==> config.mk <==
export PLATFORM = sky130hd
export DESIGN_NAME = ghbp_front
export DESIGN_NICKNAME = d
export VERILOG_FILES = /design/src/hw/rtl/ghbp_pkg.sv /design/src/hw/rtl/ghbp_front.sv
export SDC_FILE = /design/constraint.sdc
export NUM_CORES = 1
export LEC_CHECK = 0
export BUFFER_PORTS_ARGS = -buffer_cell sky130_fd_sc_hd__buf_2
export CORE_MARGIN = 8
export CORE_UTILIZATION = 18
export CTS_CLUSTER_SIZE = 8
export DETAILED_ROUTE_END_ITERATION = 8
export PLACE_DENSITY = 0.79
export RECOVER_POWER = 100
export SLEW_MARGIN = 5
export SYNTH_ARGS = -nofsm -noshare
export SYNTH_HDL_FRONTEND = slang
export SYNTH_SLANG_ARGS = --single-unit
==> constraint.sdc <==
create_clock -name clk -period 0.8 [get_ports clk]
set_clock_uncertainty 0.05 [all_clocks]
set_input_delay 0.08 -clock clk [delete_from_list [all_inputs] [get_ports clk]]
set_output_delay 0.08 -clock clk [all_outputs]
set_load 0.01 [all_outputs]
==> src/hw/rtl/ghbp_pkg.sv <==
// ----------------------------------------------------------------------------
// ghbp_pkg
// Shared constants, types and the counter update function of the global
// history branch predictor.
// ----------------------------------------------------------------------------
`timescale 1ns / 1ps

package ghbp_pkg;

    localparam int PC_INDEX_BITS = 8;
    localparam int HISTORY_BITS  = 4;
    localparam int TABLE_BITS    = HISTORY_BITS + PC_INDEX_BITS;
    localparam int TABLE_DEPTH   = 1 << TABLE_BITS;

    localparam int QUEUE_DEPTH   = 4;
    localparam int QUEUE_PTR_W   = $clog2(QUEUE_DEPTH);

    localparam int S_TDATA_W     = 40;
    localparam int M_TDATA_W     = 8;

    localparam logic [1:0] CNT_STRONG_NT = 2'd0;
    localparam logic [1:0] CNT_WEAK_NT   = 2'd1;
    localparam logic [1:0] CNT_WEAK_T    = 2'd2;
    localparam logic [1:0] CNT_STRONG_T  = 2'd3;

    typedef struct packed {
        logic [TABLE_BITS-1:0] idx;
        logic                  taken;
    } ghbp_entry_t;

    typedef struct packed {
        logic vld;
        logic full;
    } ghbp_q_status_t;

    function automatic logic [1:0] ghbp_next_counter(input logic [1:0] c, input logic taken);
        logic [1:0] n;
        if (c[1] == taken) begin
            if (taken) begin
                n = (c == CNT_STRONG_T) ? CNT_STRONG_T : c + 2'd1;
            end
            else begin
                n = (c == CNT_STRONG_NT) ? CNT_STRONG_NT : c - 2'd1;
            end
        end
        else begin
            if (taken) begin
                n = (c == CNT_WEAK_NT) ? CNT_STRONG_T : CNT_WEAK_NT;
            end
            else begin
                n = (c == CNT_WEAK_T) ? CNT_STRONG_NT : CNT_WEAK_T;
            end
        end
        return n;
    endfunction

endpackage

==> src/hw/rtl/ghbp_front.sv <==
// ----------------------------------------------------------------------------
// ghbp_front
// Accepts resolved branches, forms the table index from the global history
// and the low PC bits, and shifts the outcome into the history.
// ----------------------------------------------------------------------------
`timescale 1ns / 1ps

module ghbp_front
    import ghbp_pkg::*;
(
    input  logic                 clk,
    input  logic                 rst_n,
    input  logic                 s_axis_tvalid,
    output logic                 s_axis_tready,
    input  logic [S_TDATA_W-1:0] s_axis_tdata,
    input  logic                 busy,
    input  ghbp_q_status_t       q_stat,
    output logic                 push,
    output ghbp_entry_t          push_entry
);

    logic [HISTORY_BITS-1:0] hist_reg;
    logic [HISTORY_BITS-1:0] hist_next;
    logic                    taken;

    assign s_axis_tready = !busy && !q_stat.full;
    assign push          = s_axis_tvalid && s_axis_tready;
    assign taken         = s_axis_tdata[32];

    assign push_entry.idx   = {hist_reg, s_axis_tdata[PC_INDEX_BITS-1:0]};
    assign push_entry.taken = taken;

    always_comb
    begin
        hist_next = hist_reg;
        if (push)
        begin
            hist_next = {hist_reg[HISTORY_BITS-2:0], taken};
        end
    end

    always_ff @(posedge clk or negedge rst_n)
    begin
        if (!rst_n)
        begin
            hist_reg <= '1;
        end
        else
        begin
            hist_reg <= hist_next;
        end
    end

endmodule

Word level (Yosys, flattened, before mapping) --
Index checks and enable logic that the tools add are counted.
Word-level totals: register bits 4, input bits 46, logic and storage cells 5, output and inout bits 15
Operators by class: reduce and logical (&&, ||, !) cells 4
Operators by type and width (number):
- $logic_and A1 B1 Y1 | 2
- $logic_not A1 Y1 | 2

Longest topological paths before layout --
Gate-level depths: netlist (run 1).
depth after elaboration 3, depth in mapped cells 2, depth with buffers taken out 2

Least setup slack after synthesis (run 1) --
Ideal clock, no wire load.
path type input to register, start in q_stat[0] in the netlist's numbering, end reg hist_reg[0], data arrival time 753 ps, setup slack -85 ps, data required time 668 ps, path buffers 0, stages 2, setup time 82 ps, cells stage by stage nor3b_4 > mux2_2
On the way: word-level cells in the longest chain between the ends 3
Ends and longest elaborated chain:
- start, declared | line ghbp_front.sv:17 | input ghbp_q_status_t q_stat,
- $logic_not A1 Y1 | line ghbp_front.sv:26 | assign s_axis_tready = !busy && !q_stat.full;
- $logic_and A1 B1 Y1 | line ghbp_front.sv:26
- $logic_and A1 B1 Y1 | line ghbp_front.sv:27 | assign push = s_axis_tvalid && s_axis_tready;
- end signal, assigned | line ghbp_front.sv:50 | hist_reg <= hist_next;
- end, declared | line ghbp_front.sv:22 | logic [HISTORY_BITS-1:0] hist_reg;
Every way passes these cells. A chain may end at the register's enable or synchronous reset.

Final worst setup path (run 1) --
start reg hist_reg[1], end out push_entry[10] in the netlist's numbering
RTL lines:
- end, declared | line ghbp_front.sv:19 | output ghbp_entry_t push_entry
No word-level cell between the ends.

==> results.yml, run 1 <==
outcome:
  status: "finished with violations"
  violations: "negative setup slack"
worst_setup_path:
  cp-start-kind: "register"
  worst_path_dominant_cell_family: "flip-flops"
  crit_path_end_kind: "output port"
  crit_buf_inv: 1
  critical_path.slowest_cell: "dfstp_2"
  worstPathCellList: "buf_6"
  worstSetupPathType: "reg -> out"
  arrival_ns: 0.87
  critPathRequiredTime_ns: 0.67
  slowest_delay_ns: 0.54
  crit_fanout: 3
route:
  vias: 158
  routed_wl_um: 571
  avgViaCountPerCell: 3.67
  wl_per_cell_um: 13.3
  first_iter_violations: 1
  drc: 0
  drt_pass1_iterations: 2
  ant_nets: 0
global_routing:
  gr-total-overflow: 0
  grt_pass1_vias: 191
  track_usage_pct: 4.32
  grt_antenna_before_repair: 0
  grt_max_degree: 5
  grt_pass1_wl_um: 821
synthesis:
  synth_top_area_share_pct: 43.8
  synth_cell_types: 5
  synthTopCellsByArea: "dfstp_2 44%, buf_4 28%, mux2_2 19%"
  netlist_instances: 19
  synth-edff-count: 0
  synthFlopType: "dfstp_2"
  synth_commonest_cells: "9 x buf_4, 4 x dfstp_2, 4 x mux2_2"
  yosys.area.top_type: "dfstp_2"
  syn_nets: 65
  ys_ff_latch: 4
  netlist_area_um2: 240
  avgSynthCellArea_um2: 12.6
  synth-async-reset-ratio_pct: 100
  seq_area_frac_synth_pct: 43.8
  synth.most_common_cell: "buf_4"
  synth_warnings: 0
timing:
  hold_violations: 0
  whs_ns: 0.0582
  layout_setup_ws_ns: -0.199
  worst_pin_slew_ns: 0.206
  fin_crit_ns: 0.999
  fin_crit_sh_pct: 125
  maxClockFrequency_ghz: 1.00
  maxSlewHeadroom_pct: 86.3
  setup_tns_ns: -0.916
  drv_slew: 0
  setup_viol: 6
  rsz0062_at_grt: "yes"
place:
  gp_congestion: 0.710
  postPlaceCellArea_um2: 251
  placed_cells: 37
  portBuffers: 12
layout:
  final_cells: 43
  fillers: 136
  postLayoutCellArea_um2: 334
  largest_register_ffs: 4
  seq_area_um2: 105
  multi_input_area_um2: 75.1
  fin_util_pct: 26.3
  layout-drive-gt1-share_pct: 78.6
  n_antenna_cell: 0
  syn_to_final_growth_pct: 39.1
  nets: 76
clock_tree:
  htreeDepth: 1
  clk_path_buf_depth: 2
  clkLatencyLatePin_ns: 0.23
  cts-root-buf: "clkbuf_4"
  clock_sinks: 4
  cts_tree: "done"
  cts_buffers: 3
  clkTransAtPathRegs_ns: 0.04
floorplanning:
  core_um2: 1270
  num_rows: 13
  dieArea_um2: 2760
  dieWidth_um: 52.5
  initial_core_util_pct: 18.9
  dieHeight_um: 52.5
  io_pins: 61
worst_hold_path:
  hp-class: "in -> reg"
power:
  p_leak_nw: 0.147
  vdd_ir_drop_max_mv: 0.489
  p_per_area_nw_per_um2: 3080
run:
  cap_viol_max_count: 0
[report_power, final]
group          internal [mW]  switching (mW)
Clock                  0.167          0.0721
Combinational          0.267           0.127
Sequential             0.332          0.0641
[cell type report]
class | instances | share of cell area, %
Timing Repair Buffer | 15 | 33.7
Sequential cell | 4 | 31.5
Multi-Input combinational cell | 6 | 22.5
Clock buffer | 3 | 6.74
Tap cell | 15 | 5.62
[layout by cell type, fill, tap and decap left out]
master / Yosys / routed
buf_6: 0 / 6
dfstp_2: 4 / 4
buf_2: 0 / 4
clkbuf_1: 0 / 4
clkbuf_4: 0 / 3
mux2_2: 4 / 2
mux2_4: 0 / 2
nor2_1: 1 / 1
nor3b_4: 1 / 1
dlygate4sd3_1: 0 / 1
[repair_timing]
| item | 4_1_cts | 5_1_grt |
|---|---|---|
| endpoints found under the hold margin | 4 | 0 |
| buffers inserted | 2 | 0 |
| resized for setup | 5 | 3 |
| hold buffers | 1 | 0 |
| setup endpoints to repair | 5 | 8 |
| pin swaps | 1 | 1 |
[cell families (layout without fill, tap and decap cells)]
group / after synthesis / count (layout) / synth area share (%)
multiplexers: 4 / 4 / 18.7
flip-flops: 4 / 4 / 43.7
AND/OR/NAND/NOR: 2 / 2 / 9.37
buffers and inverters: 9 / 18 / 28.1
[layer usage]
layer / vias to the layer above / wire [µm] / global-route usage, %
met2: 15 / 284 / 6.32
met5: - / 0 / 0
met1: 72 / 147 / 2.73
met4: 0 / 0 / 3.02
met3: 0 / 138 / 5.68
li1: 71 / - / -
[path summary, 6_finish.rpt]
| kind | end | slack (ns) | start | cells after the start |
|---|---|---|---|---|
| worst min register to register | hist_reg[1] | 0.59 | hist_reg[0] | 1 |
| max in group asynchronous | hist_reg[0] | 0.29 | rst_n | 2 |
| worst max-delay path | push_entry[10] | -0.20 | hist_reg[1] | 1 |
| min in group asynchronous | hist_reg[1] | 0.38 | rst_n | 2 |
| worst min-delay path | hist_reg[0] | 0.06 | s_axis_tdata[32] | 2 |
| worst max register to register | hist_reg[2] | -0.07 | hist_reg[2] | 2 |
[metrics by stage]
| stage | setup WS (ns) | total power, mW |
|---|---|---|
| global route | -0.227 | 1.09 |
| floorplan | -0.0854 | 0.536 |
| CTS | -0.211 | 1.02 |
| detailed placement | -0.209 | 0.613 |
| global placement | -0.186 | 0.596 |
| finish | -0.199 | 1.03 |
Power figures use the tool's default switching activity.
==> inputs of run 2 (changes only) <==
--- a/config.mk
+++ b/config.mk
@@ -5,9 +5,10 @@
 export SDC_FILE = /design/constraint.sdc
 export NUM_CORES = 1
 export LEC_CHECK = 0
-export BUFFER_PORTS_ARGS = -buffer_cell sky130_fd_sc_hd__buf_2
+export BUFFER_PORTS_ARGS = -buffer_cell sky130_fd_sc_hd__clkbuf_2
 export CORE_MARGIN = 8
 export CORE_UTILIZATION = 18
+export CTS_CLUSTER_DIAMETER = 40
 export CTS_CLUSTER_SIZE = 8
 export DETAILED_ROUTE_END_ITERATION = 8
 export PLACE_DENSITY = 0.79
==> results.yml, run 2 (synthesis gave the netlist of run 1 again) <==
timing:
  fin_crit_sh_pct: 126
  layout_setup_ws_ns: -0.211
  maxSlewHeadroom_pct: 86.6
  setup_tns_ns: -0.964
  whs_ns: 0.0761
  setup_viol: 7
  hold_violations: 0
  maxClockFrequency_ghz: 0.989
  worst_pin_slew_ns: 0.201
  drv_slew: 0
  fin_crit_ns: 1.01
  rsz0062_at_grt: "yes"
layout:
  largest_register_ffs: 4
  n_antenna_cell: 0
  mostFrequentLayoutCell: "buf_6"
  nets: 77
  postLayoutCellArea_um2: 349
  final_cell_mix: "6 x buf_6, 4 x mux2_4, 4 x dfstp_2, 4 x clkbuf_2, 4 x clkbuf_1"
  syn_to_final_growth_pct: 45.3
  layout-drive-gt1-share_pct: 79.3
outcome:
  violations: "negative setup slack"
  status: "finished with violations"
worst_hold_path:
  whs_path_depth: 2
  holdPathEnd: "hist_reg[0]"
  hold_start: "s_axis_tdata[32]"
  hp-class: "in -> reg"
worst_setup_path:
  cp-start-kind: "register"
  r2r-end: "hist_reg[1]"
  worst_path_dominant_cell_family: "flip-flops"
  critPathRequiredTime_ns: 0.67
  critical_path.slowest_cell: "dfstp_2"
  arrival_ns: 0.88
  slowest_delay_ns: 0.55
  crit_buf_inv: 1
  crit_path_end_kind: "output port"
  reg2regPathDepth: 2
  regToRegStartpoint: "hist_reg[1]"
  crit_fanout: 3
  reg2reg_slack_ns: -0.07
  worstPathCellList: "buf_6"
  worstSetupPathType: "reg -> out"
power:
  power_frac_comb_pct: 38.5
  switchingPower_uw: 266
  vdd_ir_drop_max_mv: 0.489
  p_seq_share_pct: 38.4
  p_int_uw: 780
  p_leak_nw: 0.159
  power_mw: 1.05
  p_sw_share_pct: 25.4
  p_per_area_nw_per_um2: 3000
  clock_power_share_pct: 23.2
place:
  portBuffers: 12
  postPlaceCellArea_um2: 259
  gp_congestion: 0.690
  post-place-ws_ns: -0.224
floorplanning:
  dieArea_um2: 2760
  io_pins: 61
  dieWidth_um: 52.5
  num_rows: 13
  dieHeight_um: 52.5
  core_um2: 1270
  initial_core_util_pct: 18.9
global_routing:
  grt_pass1_vias: 176
  gr-total-overflow: 0
  grt_pass1_wl_um: 793
  track_usage_pct: 4.43
  grt_antenna_before_repair: 0
  grt_max_degree: 5
route:
  first_iter_violations: 1
  routed_wl_um: 617
  ant_nets: 0
  avgViaCountPerCell: 3.70
  vias: 163
  wl_per_cell_um: 14.0
  drc: 0
  drt_pass1_iterations: 2
clock_tree:
  clkTransAtPathRegs_ns: 0.04
  clk_path_buf_depth: 2
  htreeDepth: 1
  cts-root-buf: "clkbuf_4"
  cts_buffers: 3
  clkLatencyLatePin_ns: 0.23
  cts_tree: "done"
  clock_sinks: 4
run:
  cap_viol_max_count: 0
[run 2: worst max-delay path by stage]
stage	from	to	slack [ns]	cells after the start
floorplan	q_stat[0]	hist_reg[0]	-0.09	2
global placement	q_stat[0]	hist_reg[0]	-0.18	3
detailed placement	q_stat[0]	hist_reg[0]	-0.22	3
CTS	hist_reg[2]	push_entry[11]	-0.24	1
global route	hist_reg[2]	push_entry[11]	-0.24	1
finish	hist_reg[2]	push_entry[11]	-0.21	1
[run 2: power groups by stage]
stage / Combinational [mW] / Sequential (mW) / Clock, mW
2_1_floorplan: 0.126 / 0.410 / 0
3_3_place_gp: 0.230 / 0.373 / 0
3_5_place_dp: 0.236 / 0.382 / 0
4_1_cts: 0.271 / 0.374 / 0.258
5_1_grt: 0.428 / 0.412 / 0.264
6_report: 0.403 / 0.401 / 0.242
[run 2: worst register-to-register path, stage by stage, from the launching register on]
cell     delay (ns)
dfstp_2        0.54
buf_6          0.10
mux2_4         0.13
[run 2: area by class of cell]
| type | instances | area (µm²) |
|---|---|---|
| flip-flops and latches | 4 | 105 |
| multi-input cells | 6 | 82.6 |
| well taps | 15 | 18.8 |
| fillers | 136 | 920 |
| clock buffers | 3 | 22.5 |
| repair buffers | 16 | 120 |
[run 2: through the flow]
step | cells | utilization (%)
3_3_place_gp | 38 | 20.4
5_1_grt | 44 | 27.5
2_1_floorplan | 19 | -
3_5_place_dp | 38 | 20.4
6_report | 44 | 27.5
4_1_cts | 44 | 24.2
[run 2: per-layer routing]
metal,GRT usage (%),wire length [µm],up-vias
li1,-,-,73
met1,2.89,214,75
met2,5.93,289,15
met5,0,0,-
met3,5.68,114,0
met4,4.31,0,0
[run 2: timing repair]
item	in CTS	in global routing
gates resized for setup	0	14
setup buffers	2	0
hold buffers	1	0
setup endpoints to repair	5	8
pin swaps	1	0
endpoints found under the hold margin	4	0
