File: config.mk
export PLATFORM = sky130hd
export DESIGN_NAME = ghbp_queue
export DESIGN_NICKNAME = d
export VERILOG_FILES = /design/src/hw/rtl/ghbp_pkg.sv /design/src/hw/rtl/ghbp_queue.sv
export SDC_FILE = /design/constraint.sdc
export NUM_CORES = 1
export LEC_CHECK = 0
export BUFFER_PORTS_ARGS = -buffer_cell sky130_fd_sc_hd__buf_2
export CAP_MARGIN = 20
export CORE_MARGIN = 8
export CORE_UTILIZATION = 50
export CTS_CLUSTER_SIZE = 16
export DETAILED_ROUTE_END_ITERATION = 6
export PLACE_DENSITY = 0.77
export SYNTH_ARGS = -nofsm -noshare
export SYNTH_HDL_FRONTEND = slang
export SYNTH_SLANG_ARGS = --single-unit
File: constraint.sdc
create_clock -name clk -period 1.4 [get_ports clk]
set_input_delay 0.07 -clock clk [delete_from_list [all_inputs] [get_ports clk]]
set_output_delay 0.07 -clock clk [all_outputs]
set_load 0.03 [all_outputs]
File: src/hw/rtl/ghbp_pkg.sv
// ----------------------------------------------------------------------------
// ghbp_pkg
// Shared constants, types and the counter update function of the global
// history branch predictor.
// ----------------------------------------------------------------------------
`timescale 1ns / 1ps

package ghbp_pkg;

    localparam int PC_INDEX_BITS = 8;
    localparam int HISTORY_BITS  = 4;
    localparam int TABLE_BITS    = HISTORY_BITS + PC_INDEX_BITS;
    localparam int TABLE_DEPTH   = 1 << TABLE_BITS;

    localparam int QUEUE_DEPTH   = 4;
    localparam int QUEUE_PTR_W   = $clog2(QUEUE_DEPTH);

    localparam int S_TDATA_W     = 40;
    localparam int M_TDATA_W     = 8;

    localparam logic [1:0] CNT_STRONG_NT = 2'd0;
    localparam logic [1:0] CNT_WEAK_NT   = 2'd1;
    localparam logic [1:0] CNT_WEAK_T    = 2'd2;
    localparam logic [1:0] CNT_STRONG_T  = 2'd3;

    typedef struct packed {
        logic [TABLE_BITS-1:0] idx;
        logic                  taken;
    } ghbp_entry_t;

    typedef struct packed {
        logic vld;
        logic full;
    } ghbp_q_status_t;

    function automatic logic [1:0] ghbp_next_counter(input logic [1:0] c, input logic taken);
        logic [1:0] n;
        if (c[1] == taken) begin
            if (taken) begin
                n = (c == CNT_STRONG_T) ? CNT_STRONG_T : c + 2'd1;
            end
            else begin
                n = (c == CNT_STRONG_NT) ? CNT_STRONG_NT : c - 2'd1;
            end
        end
        else begin
            if (taken) begin
                n = (c == CNT_WEAK_NT) ? CNT_STRONG_T : CNT_WEAK_NT;
            end
            else begin
                n = (c == CNT_WEAK_T) ? CNT_STRONG_NT : CNT_WEAK_T;
            end
        end
        return n;
    endfunction

endpackage

File: src/hw/rtl/ghbp_queue.sv
// ----------------------------------------------------------------------------
// ghbp_queue
// Short FIFO of classified branches between the front and the back.
// ----------------------------------------------------------------------------
`timescale 1ns / 1ps

module ghbp_queue
    import ghbp_pkg::*;
(
    input  logic           clk,
    input  logic           rst_n,
    input  logic           push,
    input  ghbp_entry_t    push_entry,
    input  logic           pop,
    output ghbp_entry_t    pop_entry,
    output ghbp_q_status_t q_stat
);

    ghbp_entry_t            store_reg [QUEUE_DEPTH];
    logic [QUEUE_PTR_W-1:0] wr_ptr_reg;
    logic [QUEUE_PTR_W-1:0] wr_ptr_next;
    logic [QUEUE_PTR_W-1:0] rd_ptr_reg;
    logic [QUEUE_PTR_W-1:0] rd_ptr_next;
    logic [QUEUE_PTR_W:0]   count_reg;
    logic [QUEUE_PTR_W:0]   count_next;

    assign pop_entry   = store_reg[rd_ptr_reg];
    assign q_stat.vld  = (count_reg != '0);
    assign q_stat.full = (count_reg == (QUEUE_PTR_W+1)'(QUEUE_DEPTH));

    always_comb
    begin
        wr_ptr_next = push ? wr_ptr_reg + 1'b1 : wr_ptr_reg;
        rd_ptr_next = pop ? rd_ptr_reg + 1'b1 : rd_ptr_reg;
        count_next  = count_reg + {{QUEUE_PTR_W{1'b0}}, push} - {{QUEUE_PTR_W{1'b0}}, pop};
    end

    always_ff @(posedge clk)
    begin
        if (push)
        begin
            store_reg[wr_ptr_reg] <= push_entry;
        end
    end

    always_ff @(posedge clk or negedge rst_n)
    begin
        if (!rst_n)
        begin
            wr_ptr_reg <= '0;
            rd_ptr_reg <= '0;
            count_reg  <= '0;
        end
        else
        begin
            wr_ptr_reg <= wr_ptr_next;
            rd_ptr_reg <= rd_ptr_next;
            count_reg  <= count_next;
        end
    end

endmodule

* Yosys cells after proc, flatten, opt, wreduce, memory -nomap -nowiden *
Memory sizes are Yosys's and may differ from the RTL's.
Cells that the tools add are included.

storage, ports and cells
  register bits = 7
  memory bits (writable) = 52
  input bits = 17
  output and inout port bits = 15
  logic and storage cells = 12
  memories kept = 1

memories
  memory     depth  width  rd ports  clocked after Yosys merged registers in  wr ports  RTL line          text
  store_reg  4      13     1         0                                        1         ghbp_queue.sv:19  ghbp_entry_t store_reg [QUEUE_DEPTH];

operators by class
  add/subtract/negate cells = 4
  eq/ne operators = 1
  multiplexer cells = 2
  reductions and logical operators = 1

operators with widths
  kind                 number
  $add 2x1->2 const B  2
  $add 3x1->3          1
  $eq 3x3->1 const B   1
  $reduce_bool 3->1    1
  $sub 3x1->3          1
  $mux 1               2

* Longest topological paths before layout *
Gate-level depths: netlist of the first run.

  depth in word-level cells = 2
  depth in mapped cells = 6
  gate-level depth less buffers = 6

* Worst setup path after synthesis of the first run *
No wires, ideal clock.

  kind = flip-flop to flip-flop
  start point = reg count_reg[0]
  end point = reg count_reg[2]
  library setup time = 0.123 ns
  data arrival time = 1.309 ns
  required time = 1.277 ns
  setup slack = -0.032 ns
  stages on the path, launching flop included = 7
  path buffers = 0
  clock period less this slack = 1.432 ns
  cell sequence = dfrtp_1 inv_1 ha_1 inv_1 ha_1 fa_1 xnor2_1

between the ends
  cells in the longest elaborated chain, start to end = 2

ends and longest elaborated chain
  element                 RTL line          text
  from (decl)             ghbp_queue.sv:24  logic [QUEUE_PTR_W:0] count_reg;
  from (signal assigned)  ghbp_queue.sv:58  count_reg <= count_next;
  $add 3x1->3             ghbp_queue.sv:35  count_next = count_reg + {{QUEUE_PTR_W{1'b0}}, push} - {{QUEUE_PTR_W{1'b0}}, pop};
  $sub 3x1->3             ghbp_queue.sv:35
  via count_next[2]       ghbp_queue.sv:25  logic [QUEUE_PTR_W:0] count_next;

The timed path passes the listed nets, and every way through them passes these cells.
A chain may end at the register's enable or synchronous reset.

==> results of run 1 <==
layout make-up:
class | instances | area [µm²]
timing repair buffer | 59 | 578
sequential | 59 | 1740
clock buffer | 10 | 128
inverter | 6 | 22.5
multi-input combinational | 34 | 520
clock inverter | 6 | 104
tap | 52 | 65.1
fill | 251 | 1230
routing by layer:
metal / vias to the layer above / part of all wire, %
met1: 597 / 39
li1: 540 / -
met5: - / 0
met2: 24 / 55
met3: 6 / 4.8
met4: 0 / 1.2
cells by family after synthesis:
kind of cell	share of synthesized area (%)
buffers and inverters	2.56
AO/OA/AOI/OAI	0.218
adder cells (fa/ha/maj)	4.14
flip-flops	75.6
multiplexers	13.6
AND/OR/NAND/NOR	1.96
XOR/XNOR	1.91
worst max-delay path by stage:
stage | from | to | slack (ns)
6_report | rd_ptr_reg[0] | pop_entry[11] | -0.25
5_1_grt | rd_ptr_reg[0] | pop_entry[11] | -0.32
4_1_cts | rd_ptr_reg[0] | pop_entry[4] | -0.27
3_5_place_dp | count_reg[0] | count_reg[2] | -0.09
3_3_place_gp | count_reg[0] | count_reg[2] | -0.004
2_1_floorplan | count_reg[0] | count_reg[2] | 0.01
cells in the final DEF (no fill, tap or decap), drive strengths merged:
cell type    netlist  layout
edfxtp            52      52
buf                3      43
dlygate4sd3        0      15
mux4              13      13
clkbuf             0      11
dfrtp              7       7
inv                6       6
ha                 6       6
and2               4       4
xor2               3       3
bufinv             0       3
clkinv             0       3
xnor2              2       2
nand2              2       2
and3               1       1
or3                1       1
o21ai              1       1
fa                 1       1
stage by stage:
step           cell area (µm²)  std cells  setup WS [ns]
2_1_floorplan             2300        102        0.00951
3_3_place_gp              2610        190       -0.00441
3_5_place_dp              2610        190        -0.0896
4_1_cts                   3070        223         -0.268
5_1_grt                   3150        226         -0.323
6_report                  3150        226         -0.253
critical path, delay by kind of cell, from the launching register on:
family                 cells  cell delay (ns)
DFF                        1             0.41
buffers and inverters      2             0.32
muxes                      1             0.52
power groups by stage:
stage | clock network [mW] | logic (mW) | registers (mW)
3_5_place_dp | 0 | 2.34 | 2.51
2_1_floorplan | 0 | 1.61 | 2.47
5_1_grt | 1.90 | 3.15 | 2.53
4_1_cts | 1.82 | 2.81 | 2.49
6_report | 1.79 | 2.96 | 2.50
3_3_place_gp | 0 | 2.26 | 2.48
repair_timing:
| action | CTS | global route |
|---|---|---|
| hold buffers | 15 | 0 |
| setup endpoints to repair | 15 | 66 |
| buffers inserted | 2 | 2 |
| hold endpoints to repair | 60 | 0 |
| gates cloned | 0 | 1 |
| gates resized for setup | 33 | 15 |
| pin swaps | 0 | 3 |
==> impl_metrics.yaml, run 1 <==
power:
  p_seq_share_pct: 34.4
  clock_power_share_pct: 24.7
  sw_frac_of_total_pct: 30.8
  p_per_area_nw_per_um2: 2300
  combPwrFrac_pct: 40.8
  p_int_mw: 5.02
  ir_worst_vdd_mv: 1.19
  power_mw: 7.26
  p_sw_mw: 2.23
  p_leak_nw: 1.19
timing:
  max_slew_margin_pct: 78.4
  finalSetupTns_ns: -3.14
  whs_ns: 0.0555
  max_clock_freq_ghz: 0.605
  setup_viol: 15
  drv_slew: 0
  finalHoldViolCount: 0
  rsz0062_at_grt: "yes"
  final.setup_skew_ns: 0.00831
  layout_min_cycle_time_ns: 1.65
  fin_ws_ns: -0.253
  min_period_over_period_pct: 118
  worst_pin_slew_ns: 0.324
global_route:
  grt_pass1_vias: 1273
  grt_usage_pct: 12.5
  antenna_found_initial: 0
  grt_max_degree: 14
  grt_pass1_wl_um: 6560
  use_met1_pct: 12.6
  grt_most_used_layer: "met2"
  grtUsageMet3_pct: 6.25
  met2_usage_pct: 21.3
  grt_remaining_overflow: 0
finish:
  largest_reg_flops: 52
  antenna_cells: 0
  area_growth_pct: 37.4
  final_layout_size_suffix_gt1_share_pct: 47.1
  nets: 193
  fin_util_pct: 71.9
synth:
  syn-mean-instance-area_um2: 22.5
  ys_seq_elements: 59
  synth_warnings: 0
  yosysMostFrequentCell: "edfxtp_1"
  synth_cell_types: 17
  synth_flop_cell: "edfxtp_1"
  syn_nets: 126
  yosys.area.top_type: "edfxtp_1"
  syn-cell-area_um2: 2300
  yosysSeqAreaShare_pct: 75.6
  ys_top_cells_by_count: "52 x edfxtp_1, 8 x mux4_2, 7 x dfrtp_1"
  synth_area_leaders: "edfxtp_1 68%, mux4_2 7.8%, dfrtp_1 7.6%"
  synth_edf_count: 52
  synthArstFlopShare_pct: 11.9
  yosys.area.top_type_share_pct: 68.0
  syn_inst: 102
worst_setup_path:
  critPathKind: "reg2out"
  path_cells: "buf_12 -> mux4_2 -> buf_6"
  rrSetupSlack_ns: -0.05
  max_stage_delay_ns: 0.52
  worstPathArrival_ns: 1.58
  rr_startpoint: "count_reg[0]"
  critPathSlowestCell: "mux4_2"
  timing.rr.end: "count_reg[2]"
  r2r_cells: 6
  end_kind: "primary output"
  cp-start-kind: "register"
  required_ns: 1.33
  cp_max_fo: 8
place:
  gp_congestion: 0.638
  port_buffers: 31
  dpl.hpwl_um: 2590
clock_tree:
  cts.sinks: 59
  cts_tree: "built"
  root_buffer: "clkbuf_8"
  clk_latency_ns: 0.33
  cts_buffer_depth: 2
  ctsHtreeMaxLevel: 3
  cts_buffers: 9
  cts.clk_slew.worst_paths_ns: 0.06
run_status:
  violations: "setup timing"
  status: "finished, violations left"
hold_path:
  hp-start: "push"
  min_to: "wr_ptr_reg[0]"
  holdPathStages: 2
  hp-class: "in2reg"
die:
  core_area_um2: 4380
  die_w_um: 83.8
  row_count: 24
  io_pins: 32
  die-area_um2: 7020
  initial_core_util_pct: 52.4
  die_h_um: 83.8
route:
  drc: 0
  num_vias: 1167
  drt_iter0_drc: 129
  viasPerCell: 5.16
  first_pass_iters: 5
  ant_nets: 0
  wl_per_cell_um: 19.0
  totalWireLength_um: 4290
run:
  drv_cap: 0
Power figures use the tool's default switching activity.
==> run 2: changes to the inputs <==
SETUP_SLACK_MARGIN = 0.15   (was unset)
==> impl_metrics.yaml, run 2 (synthesis results as in run 1) <==
finish:
  antenna_cells: 0
  final_layout_size_suffix_gt1_share_pct: 52.5
  stdcell_count: 233
  final_common_cell: "edfxtp_1"
  nets: 201
  area_growth_pct: 39.3
  layout_common_cells: "52 x edfxtp_1, 20 x buf_6, 16 x buf_2"
  largest_reg_flops: 52
route:
  totalWireLength_um: 4900
  wl_per_cell_um: 21.0
  viasPerCell: 5.34
  first_pass_iters: 4
  ant_nets: 0
  num_vias: 1245
  drt_iter0_drc: 118
  drc: 0
power:
  p_leak_nw: 1.19
  p_sw_mw: 2.39
  power_mw: 7.03
  combPwrFrac_pct: 46.7
  ir_worst_vdd_mv: 1.27
  clock_power_share_pct: 17.2
  p_per_area_nw_per_um2: 2200
  p_int_mw: 4.64
  p_seq_share_pct: 36.1
  sw_frac_of_total_pct: 34.0
global_route:
  grt_pass1_vias: 1408
  grt_max_degree: 14
  grt_remaining_overflow: 0
  grt_pass1_wl_um: 7670
  grt_usage_pct: 14.6
  antenna_found_initial: 0
place:
  pre_cts_ws_ns: -0.0522
  dpl.hpwl_um: 2730
  port_buffers: 31
  gp_congestion: 0.643
  placedCellCount: 189
worst_setup_path:
  rrSetupSlack_ns: -0.03
  cp-start-kind: "register"
  crit_path_start: "rd_ptr_reg[0]"
  path_cells: "buf_6 -> mux4_2 -> buf_6"
  max_stage_delay_ns: 0.53
  critPathKind: "reg2out"
  required_ns: 1.33
  rr_startpoint: "count_reg[0]"
  worstPathArrival_ns: 1.58
  r2r_cells: 6
  crit_family: "multiplexers"
  timing.rr.end: "count_reg[2]"
  cp_max_fo: 6
  critPathSlowestCell: "mux4_2"
  end_kind: "primary output"
  crit_buf_inv: 2
  worst-path-stages: 3
  cp-endpoint: "pop_entry[12]"
  crit_top_cell: "buf_6"
timing:
  finalHoldViolCount: 0
  max_slew_margin_pct: 83.7
  setup_viol: 14
  final.setup_skew_ns: 0.00374
  drv_slew: 0
  worst_pin_slew_ns: 0.243
  fin_ws_ns: -0.245
  min_period_over_period_pct: 118
  layout_min_cycle_time_ns: 1.65
  finalSetupTns_ns: -2.83
  whs_ns: 0.0633
  max_clock_freq_ghz: 0.608
  rsz0062_at_grt: "yes"
die:
  io_pins: 32
  initial_core_util_pct: 52.4
  row_count: 24
  die_h_um: 83.8
  core_area_um2: 4380
  die_w_um: 83.8
  die-area_um2: 7020
clock_tree:
  clk_latency_ns: 0.32
  root_buffer: "clkbuf_8"
  cts_tree: "built"
  cts_buffers: 9
  cts.clk_slew.worst_paths_ns: 0.06
  cts.sinks: 59
  cts_buffer_depth: 2
  ctsHtreeMaxLevel: 3
hold_path:
  holdPathStages: 3
  hp-class: "in2reg"
run_status:
  violations: "setup timing"
  status: "finished, violations left"
run:
  drv_cap: 0
==> run 2: changes by cell type in the layout (fill, tap and decap cells not counted), moves of 4 or more <==
cell / previous run / this run
ha_1: 4 / 0
buf_6: 16 / 20
and2_4: 2 / 6
buf_4: 5 / 10
ha_4: 2 / 6
==> run 2: per-layer routing <==
metal	vias to the layer above	GRT usage (%)	share of wire (%)
met1	647	16.0	42
met5	-	0	0
met3	9	4.20	3.4
li1	560	-	-
met2	29	25.3	53
met4	0	6.75	1.2
==> run 2: layout make-up <==
class                   count  area, µm²
multi-input cells          36        594
inverters                   6       25.0
clock inverters             5       21.3
well taps                  52       65.1
repair buffers             65        626
flip-flops and latches     59       1740
fillers                   264       1190
clock buffers              10        128
==> run 2: worst min path at each step <==
| stage | from | end |
|---|---|---|
| finish | pop | rd_ptr_reg[1] |
| floorplan | rst_n | count_reg[0] |
| global route | pop | rd_ptr_reg[1] |
| CTS | pop | rd_ptr_reg[1] |
| detailed placement | rst_n | count_reg[0] |
| global placement | rst_n | wr_ptr_reg[1] |
==> run 2: per-stage QoR <==
stage / utilization, % / cell area [µm²]
4_1_cts: 70.7 / 3100
5_1_grt: 72.9 / 3200
2_1_floorplan: - / 2310
3_3_place_gp: 58.6 / 2570
3_5_place_dp: 58.6 / 2570
6_report: 72.9 / 3200
==> run 2: power by group through the flow <==
stage / logic (mW) / clock network, mW / registers, mW
floorplan: 1.62 / 0 / 2.47
global placement: 2.13 / 0 / 2.51
detailed placement: 2.19 / 0 / 2.54
CTS: 2.99 / 1.21 / 2.52
global route: 3.50 / 1.30 / 2.57
finish: 3.28 / 1.21 / 2.54
==> run 2: tightest hold or removal path: cells and delay by family <==
family	cells	cell delay (ns)
XOR/XNOR	1	0.06
buffers and inverters	1	0.13
AND/OR/NAND/NOR	1	0.08
==> run 2: repair_timing <==
action	4_1_cts	5_1_grt
endpoints found under the setup margin	69	69
gates cloned	3	1
hold buffers	15	0
gates resized for setup	53	14
setup buffers	6	4
hold endpoints to repair	60	0
pin swaps	3	3
